$ cat src/sv/tdpt_pkg.sv
// Shared types for the trial-division prime tester.
// No dependencies; used by the front, back and top level.
package tdpt_pkg;

    typedef enum logic [1:0] {
        KIND_NOT_PRIME,
        KIND_PRIME,
        KIND_TEST
    } kind_t;

    localparam int unsigned KIND_W = 2;

endpackage

$ cat src/sv/trial_division_prime_test_top.sv
// Top level of the trial-division prime tester: front, queue and back.
// Depends on tdpt_pkg, tdpt_front, tdpt_fifo and tdpt_back.
//
// Each candidate yields one beat with the candidate echoed and a prime flag.
// Zero, one, two, three and even candidates are settled in the front stage.
// Odd candidates of five and up go through a serial remainder unit that
// takes one candidate bit per cycle; each odd divisor d from three upward
// is tried while d * d <= candidate, and a composite stops at its smallest
// odd factor. A two-entry queue lets the front keep accepting while the back
// is busy, and the output register holds a finished result while the next
// one is computed.
module trial_division_prime_test_top #(
    parameter int unsigned VALUE_WIDTH = 32
) (
    input  logic                                 aclk,
    input  logic                                 aresetn,
    input  logic                                 s_tvalid,
    output logic                                 s_tready,
    input  logic [((VALUE_WIDTH + 7) / 8)*8-1:0] s_tdata,  // candidate
    output logic                                 m_tvalid,
    input  logic                                 m_tready,
    output logic [((VALUE_WIDTH + 7) / 8)*8-1:0] m_tdata,  // tested_value
    output logic                                 m_tuser   // is_prime
);

    localparam int unsigned TDATA_W = ((VALUE_WIDTH + 7) / 8) * 8;
    localparam int unsigned Q_W     = VALUE_WIDTH + tdpt_pkg::KIND_W;

    logic                   f_valid;
    logic                   f_ready;
    logic [VALUE_WIDTH-1:0] f_value;
    tdpt_pkg::kind_t        f_kind;
    logic                   q_valid;
    logic                   q_ready;
    logic [Q_W-1:0]         q_data;
    logic [VALUE_WIDTH-1:0] b_value;

    tdpt_front #(
        .VALUE_WIDTH(VALUE_WIDTH)
    ) u_front (
        .aclk      (aclk),
        .aresetn   (aresetn),
        .in_valid  (s_tvalid),
        .in_ready  (s_tready),
        .in_value  (s_tdata[VALUE_WIDTH-1:0]),
        .out_valid (f_valid),
        .out_ready (f_ready),
        .out_value (f_value),
        .out_kind  (f_kind)
    );

    tdpt_fifo #(
        .DATA_W(Q_W)
    ) u_fifo (
        .aclk      (aclk),
        .aresetn   (aresetn),
        .in_valid  (f_valid),
        .in_ready  (f_ready),
        .in_data   ({f_kind, f_value}),
        .out_valid (q_valid),
        .out_ready (q_ready),
        .out_data  (q_data)
    );

    tdpt_back #(
        .VALUE_WIDTH(VALUE_WIDTH)
    ) u_back (
        .aclk      (aclk),
        .aresetn   (aresetn),
        .in_valid  (q_valid),
        .in_ready  (q_ready),
        .in_value  (q_data[VALUE_WIDTH-1:0]),
        .in_kind   (tdpt_pkg::kind_t'(q_data[Q_W-1:VALUE_WIDTH])),
        .out_valid (m_tvalid),
        .out_ready (m_tready),
        .out_value (b_value),
        .out_prime (m_tuser)
    );

    assign m_tdata = TDATA_W'(b_value);

endmodule

$ cat src/sv/tdpt_front.sv
// Front stage: accepts candidates and sorts out the trivial cases.
// Depends on tdpt_pkg for the classification codes.
module tdpt_front #(
    parameter int unsigned VALUE_WIDTH = 32
) (
    input  logic                     aclk,
    input  logic                     aresetn,
    input  logic                     in_valid,
    output logic                     in_ready,
    input  logic [VALUE_WIDTH-1:0]   in_value,
    output logic                     out_valid,
    input  logic                     out_ready,
    output logic [VALUE_WIDTH-1:0]   out_value,
    output tdpt_pkg::kind_t          out_kind
);

    logic                   valid_reg;
    logic [VALUE_WIDTH-1:0] value_reg;
    tdpt_pkg::kind_t        kind_reg;
    tdpt_pkg::kind_t        kind_next;

    assign in_ready  = !valid_reg || out_ready;
    assign out_valid = valid_reg;
    assign out_value = value_reg;
    assign out_kind  = kind_reg;

    always_comb begin
        if (in_value[VALUE_WIDTH-1:1] == '0) begin
            kind_next = tdpt_pkg::KIND_NOT_PRIME;
        end else if (in_value[VALUE_WIDTH-1:2] == '0) begin
            kind_next = tdpt_pkg::KIND_PRIME;
        end else if (!in_value[0]) begin
            kind_next = tdpt_pkg::KIND_NOT_PRIME;
        end else begin
            kind_next = tdpt_pkg::KIND_TEST;
        end
    end

    always_ff @(posedge aclk) begin
        if (!aresetn) begin
            valid_reg <= 1'b0;
        end else if (in_ready) begin
            valid_reg <= in_valid;
        end
    end

    always_ff @(posedge aclk) begin
        if (in_ready && in_valid) begin
            value_reg <= in_value;
            kind_reg  <= kind_next;
        end
    end

endmodule

$ cat src/sv/tdpt_fifo.sv
// Two-entry queue between the front and back stages.
// No dependencies.
module tdpt_fifo #(
    parameter int unsigned DATA_W = 34
) (
    input  logic              aclk,
    input  logic              aresetn,
    input  logic              in_valid,
    output logic              in_ready,
    input  logic [DATA_W-1:0] in_data,
    output logic              out_valid,
    input  logic              out_ready,
    output logic [DATA_W-1:0] out_data
);

    logic [DATA_W-1:0] mem_reg [2];
    logic              wr_ptr_reg;
    logic              rd_ptr_reg;
    logic [1:0]        cnt_reg;
    logic              push;
    logic              pop;

    assign in_ready  = (cnt_reg != 2'd2);
    assign out_valid = (cnt_reg != 2'd0);
    assign out_data  = mem_reg[rd_ptr_reg];
    assign push      = in_valid && in_ready;
    assign pop       = out_valid && out_ready;

    always_ff @(posedge aclk) begin
        if (!aresetn) begin
            wr_ptr_reg <= 1'b0;
            rd_ptr_reg <= 1'b0;
            cnt_reg    <= 2'd0;
        end else begin
            if (push) begin
                wr_ptr_reg <= !wr_ptr_reg;
            end
            if (pop) begin
                rd_ptr_reg <= !rd_ptr_reg;
            end
            if (push && !pop) begin
                cnt_reg <= cnt_reg + 2'd1;
            end else if (pop && !push) begin
                cnt_reg <= cnt_reg - 2'd1;
            end
        end
    end

    always_ff @(posedge aclk) begin
        if (push) begin
            mem_reg[wr_ptr_reg] <= in_data;
        end
    end

endmodule

$ cat src/sv/tdpt_back.sv
// Back stage: trial division over odd divisors with a bit-serial remainder
// unit, plus the output register. Depends on tdpt_pkg for the codes.
module tdpt_back #(
    parameter int unsigned VALUE_WIDTH = 32
) (
    input  logic                     aclk,
    input  logic                     aresetn,
    input  logic                     in_valid,
    output logic                     in_ready,
    input  logic [VALUE_WIDTH-1:0]   in_value,
    input  tdpt_pkg::kind_t          in_kind,
    output logic                     out_valid,
    input  logic                     out_ready,
    output logic [VALUE_WIDTH-1:0]   out_value,
    output logic                     out_prime
);

    localparam int unsigned DW = (VALUE_WIDTH + 1) / 2 + 2;
    localparam int unsigned SW = VALUE_WIDTH + 2;
    localparam int unsigned CW = $clog2(VALUE_WIDTH);

    typedef enum logic [2:0] {
        B_IDLE,
        B_CHECK,
        B_DIV,
        B_NEXT,
        B_HOLD
    } state_t;

    state_t                 state_reg;
    logic [VALUE_WIDTH-1:0] val_reg;
    logic [VALUE_WIDTH-1:0] dvd_reg;
    logic [DW-1:0]          rem_reg;
    logic [DW-1:0]          div_reg;
    logic [SW-1:0]          sq_reg;
    logic [CW-1:0]          cnt_reg;
    logic                   prime_reg;
    logic                   out_valid_reg;
    logic [VALUE_WIDTH-1:0] out_value_reg;
    logic                   out_prime_reg;

    logic [DW:0]            trial;
    logic [DW:0]            rem_next;
    logic                   out_free;

    assign in_ready  = (state_reg == B_IDLE);
    assign out_valid = out_valid_reg;
    assign out_value = out_value_reg;
    assign out_prime = out_prime_reg;
    assign out_free  = !out_valid_reg || out_ready;

    always_comb begin
        trial = {rem_reg, dvd_reg[VALUE_WIDTH-1]};
        if (trial >= {1'b0, div_reg}) begin
            rem_next = trial - {1'b0, div_reg};
        end else begin
            rem_next = trial;
        end
    end

    always_ff @(posedge aclk) begin
        if (!aresetn) begin
            state_reg     <= B_IDLE;
            out_valid_reg <= 1'b0;
        end else begin
            if (out_valid_reg && out_ready && state_reg != B_HOLD) begin
                out_valid_reg <= 1'b0;
            end
            case (state_reg)
                B_IDLE: begin
                    if (in_valid) begin
                        val_reg <= in_value;
                        div_reg <= DW'(3);
                        sq_reg  <= SW'(9);
                        case (in_kind)
                            tdpt_pkg::KIND_TEST: begin
                                state_reg <= B_CHECK;
                            end
                            tdpt_pkg::KIND_PRIME: begin
                                prime_reg <= 1'b1;
                                state_reg <= B_HOLD;
                            end
                            default: begin
                                prime_reg <= 1'b0;
                                state_reg <= B_HOLD;
                            end
                        endcase
                    end
                end
                B_CHECK: begin
                    if (sq_reg > SW'(val_reg)) begin
                        prime_reg <= 1'b1;
                        state_reg <= B_HOLD;
                    end else begin
                        dvd_reg   <= val_reg;
                        rem_reg   <= '0;
                        cnt_reg   <= CW'(VALUE_WIDTH - 1);
                        state_reg <= B_DIV;
                    end
                end
                B_DIV: begin
                    rem_reg <= rem_next[DW-1:0];
                    dvd_reg <= {dvd_reg[VALUE_WIDTH-2:0], 1'b0};
                    cnt_reg <= cnt_reg - CW'(1);
                    if (cnt_reg == '0) begin
                        state_reg <= B_NEXT;
                    end
                end
                B_NEXT: begin
                    if (rem_reg == '0) begin
                        prime_reg <= 1'b0;
                        state_reg <= B_HOLD;
                    end else begin
                        div_reg   <= div_reg + DW'(2);
                        sq_reg    <= sq_reg + SW'({div_reg, 2'b00}) + SW'(4);
                        state_reg <= B_CHECK;
                    end
                end
                B_HOLD: begin
                    if (out_free) begin
                        out_valid_reg <= 1'b1;
                        out_value_reg <= val_reg;
                        out_prime_reg <= prime_reg;
                        state_reg     <= B_IDLE;
                    end
                end
                default: begin
                    state_reg <= B_IDLE;
                end
            endcase
        end
    end

    a_div_odd: assert property (@(posedge aclk) disable iff (!aresetn)
        (state_reg == B_DIV) |-> (div_reg[0] && div_reg >= DW'(3)))
        else $error("trial divisor is not an odd number of at least three");

    a_rem_bound: assert property (@(posedge aclk) disable iff (!aresetn)
        (state_reg == B_DIV || state_reg == B_NEXT) |-> (rem_reg < div_reg))
        else $error("partial remainder reached the divisor");

    a_sq_track: assert property (@(posedge aclk) disable iff (!aresetn)
        (state_reg == B_CHECK) |-> (sq_reg == SW'(SW'(div_reg) * SW'(div_reg))))
        else $error("running square lost track of the divisor");

    a_hold_to_out: assert property (@(posedge aclk) disable iff (!aresetn)
        (state_reg == B_HOLD && out_free) |=> (out_valid_reg && state_reg == B_IDLE))
        else $error("finished result was not moved to the output register");

endmodule
$ cat config.mk
export PLATFORM = sky130hd
export DESIGN_NAME = trial_division_prime_test_top
export DESIGN_NICKNAME = d
export VERILOG_FILES = /design/src/sv/tdpt_pkg.sv /design/src/sv/trial_division_prime_test_top.sv /design/src/sv/tdpt_front.sv /design/src/sv/tdpt_fifo.sv /design/src/sv/tdpt_back.sv
export SDC_FILE = /design/constraint.sdc
export NUM_CORES = 1
export LEC_CHECK = 0
export BUFFER_PORTS_ARGS = -buffer_cell sky130_fd_sc_hd__buf_2
export CORE_ASPECT_RATIO = 0.7
export CORE_MARGIN = 2
export CORE_UTILIZATION = 40
export DETAILED_ROUTE_END_ITERATION = 10
export PLACE_DENSITY = 0.65
export SETUP_SLACK_MARGIN = 0.3
export SKIP_LAST_GASP = 1
export SLEW_MARGIN = 10
export SYNTH_ARGS = -nofsm -noshare
export SYNTH_HDL_FRONTEND = slang
export SYNTH_SLANG_ARGS = --single-unit
$ cat constraint.sdc
create_clock -name aclk -period 5.6 [get_ports aclk]
set_input_delay 0.28 -clock aclk [delete_from_list [all_inputs] [get_ports aclk]]
set_output_delay 0.28 -clock aclk [all_outputs]
set_load 0.02 [all_outputs]
==> flow_metrics.tcl <==
set metrics [dict create \
    clk_latency_ps 550 \
    crit_type "reg -> reg" \
    drt_iter0_markers 719 \
    pwr-share-clk_pct 29.7 \
    gp_congestion 0.8396 \
    hold_class "in -> reg" \
    max_cap_viol_count 0 \
    fillers 2876 \
    htreeDepth 1 \
    cts_tree "done" \
    start_kind "flip-flop" \
    period_minus_slack_ps 3551 \
    hpwl_um 19070 \
    tightest_slew_ps 1164 \
    cts_num_sinks 281 \
    final-hold-violation-count 0 \
    first_pass_iters 5 \
    clockBufferDepth 3 \
    synth_compound_area_share_pct 8.675 \
    max_stage_delay_ps 950 \
    drv_slew 0 \
    min_path_cells 2 \
    path_max_fanout 13 \
    grt_pass1_vias 8170 \
    regArea_um2 8338 \
    rsz0062_at_grt "no" \
    async_flop_share_pct 0 \
    drc 0 \
    skew_ps 14.86 \
    clockRootBuffer "clkbuf_16" \
    diodes 0 \
    vias 8428 \
    yosys.area_share.simple_pct 11.17 \
    ctsResizeCount 0 \
    slew_headroom_pct 22.23 \
    cpMostUsedCell "a21oi_1" \
    wl_um 27730 \
    worstPathArrival_ps 3820 \
    largest_reg_flops 68 \
    avgSynthCellArea_um2 12.80 \
    switching_share_pct 30.07 \
    syn_nets 1162 \
    port_buffers 70 \
    p_sw_mw 1.836 \
    multi_input_area_um2 4667 \
    avgViaCountPerCell 5.258 \
    rows 55 \
    syn_inst 1040 \
    die_w_um 222.1 \
    grt_max_degree 63 \
    synth_mux_area_share_pct 3.769 \
    wire_per_inst_um 17.30 \
    comb_power_share_pct 24.6 \
    fin_nets 1279 \
    fmax_mhz 281.6 \
    post-route-util_pct 47.32 \
    io-pin-count 71 \
    initial_core_util_pct 40.90 \
    synth_top_area_share_pct 61.13 \
    synth_edf_count 271 \
    critPathRequiredTime_ps 5870 \
    yosysWarnings 0 \
    pwr-share-seq_pct 45.7 \
    cts_made_buffers 27 \
    ir_drop_mv 0.2650 \
    clk_pin_slew_ps 70 \
    p_per_area_nw_per_um2 396.4 \
    grtUsageTotal_pct 15.93 \
    power.total_mw 6.106 \
    crit_path_top_delay_cell "o41ai_2" \
    syn-cell-area_um2 13310 \
    antenna_left 0 \
    ys_ff_latch 281 \
    leakagePower_nw 5.606 \
    synth_top_family_by_area "simple AND/OR/NAND/NOR gates" \
    synth_cell_types 60 \
    setup_viol 0 \
    die_y_um 156.6 \
    critPathCaptureType "flip-flop" \
    antenna_found_initial 0 \
    fin_crit_sh_pct 63.41 \
    synth_flop_cell "edfxtp_1" \
    synthXorXnorAreaFrac_pct 2.961 \
    drive_gt1_share_pct 14.54 \
    internal-power_mw 4.270 \
    setup_tns_ps 0 \
    yosys.area.top_type "edfxtp_1" \
    synth_area_leaders "edfxtp_1 (61%), ha_1 (7.9%), mux2_2 (2.8%)" \
    die_area_um2 34780 \
    crit_chain "ha_1, fa_1, a21oi_1, nand4b_1, a2111o_1, a21oi_2, o41ai_2, or4_1, a21oi_1" \
    grt_first_pass_wirelength_um 44200 \
    yosysSeqAreaShare_pct 62.63 \
    core-area_um2 32550 \
    syn_to_final_growth_pct 15.70 \
    synth_adder_area_share_pct 8.195 \
    overflow 0 \
    status "complete, no violations" \
    reg2reg_depth 9 \
]
-- repair_timing --
item / 4_1_cts / 5_1_grt
hold buffers: 32 / 1
hold endpoints to repair: 33 / 1
buffers inserted: 0 / 0
endpoints found under the setup margin: 0 / 0
-- power by group through the flow --
| stage | Combinational (mW) | Clock (mW) | Sequential [mW] |
|---|---|---|---|
| finish | 1.50 | 1.81 | 2.79 |
| global placement | 1.45 | 0 | 2.83 |
| detailed placement | 1.47 | 0 | 2.83 |
| CTS | 1.50 | 1.85 | 2.79 |
| floorplan | 1.07 | 0 | 2.83 |
| global route | 1.67 | 1.93 | 2.82 |
-- worst paths after layout --
kind,to,slack (ps),start
max,u_back.sq_reg[33],2050,u_back.div_reg[1]
min,u_fifo.wr_ptr_reg,60,aresetn
max reg2reg,u_back.sq_reg[33],2050,u_back.div_reg[1]
min reg2reg,u_fifo.mem_reg[0][30],450,u_front.out_value[30]
-- final cells by class --
type / count / share of cell area (%)
clock inverter: 16 / 1.121
clock buffer: 32 / 4.509
inverter: 64 / 1.560
tap: 427 / 3.469
sequential: 281 / 54.13
timing repair buffer: 113 / 4.907
multi-input combinational: 670 / 30.30
-- layer usage --
layer	global-route usage (%)	vias up	part of all wire, %
met4	3.250	0	1.3
met1	24.44	4086	51
met2	23.56	200	42
met5	0	-	0
met3	2.873	30	6.0
li1	-	4112	-
-- metrics by stage --
| stage | instances | setup WS, ps | area (µm²) | hold slack [ps] |
|---|---|---|---|---|
| final | 1603 | 2049 | 15400 | 63.19 |
| after global routing | 1603 | 1748 | 15400 | 59.53 |
| after CTS | 1602 | 2070 | 15390 | 2.027 |
| after detailed placement | 1522 | 2105 | 14200 | 406.6 |
| after global placement | 1522 | 2189 | 14200 | 422.9 |
| after floorplan | 1040 | 928.1 | 13310 | 378.9 |
-- layout by cell type, fill, tap and decap left out, types with 9 or more instances in the layout --
cell           instances
inv_1                 64
xnor2_1               25
o21ai_0               58
clkbuf_16             27
edfxtp_1             271
nor2_1                74
buf_2                 70
nor4_1                13
nand3_1               23
mux2_2                33
a21oi_1               48
and3_1                13
nand2_1               92
dfxtp_1               10
dlygate4sd3_1         33
and2_1                10
ha_1                  84
o21a_1                 9
mux2i_1               13
a21o_1                15
nor3_1                18
xor2_1                20
buf_4                 10
nand4_1               20
-- worst max-delay path: cells and delay by family (launching register included) --
family,cells,cell delay [ps]
adders and majority gates,2,870
AOI/OAI and AO/OA,5,1520
and+or+nand+nor,2,410
DFF,1,460
-- kinds of logic (layout without fill, tap and decap cells) --
group	Yosys count	count (layout)
AO/OA/AOI/OAI	186	186
flip-flops	281	281
multiplexers	46	46
XOR/XNOR	45	45
buffers and inverters	89	225
AND/OR/NAND/NOR	307	307
adder cells (fa/ha/maj)	86	86
-- Yosys cell counts (all sizes together) (2+ instances only) --
cell type / count
o21ai: 63
edfxtp: 271
o211ai: 8
nand4: 20
o31ai: 3
nor3b: 4
nor2: 75
a21boi: 6
o22ai: 2
nand2: 92
mux2i: 13
buf: 6
o21a: 9
xnor2: 25
a31oi: 3
fa: 2
a211oi: 6
and2: 10
nor3: 18
o21bai: 5
nand4b: 2
xor2: 20
mux2: 33
clkbuf: 19
nand3b: 5
nor2b: 8
a2111o: 2
or4: 5
or3: 3
ha: 84
inv: 64
a21oi: 51
nor4: 13
a21o: 15
nand2b: 5
o41ai: 4
or2: 5
and3: 15
nand3: 24
dfxtp: 10
No activity file was read; power rests on OpenSTA's default activity.
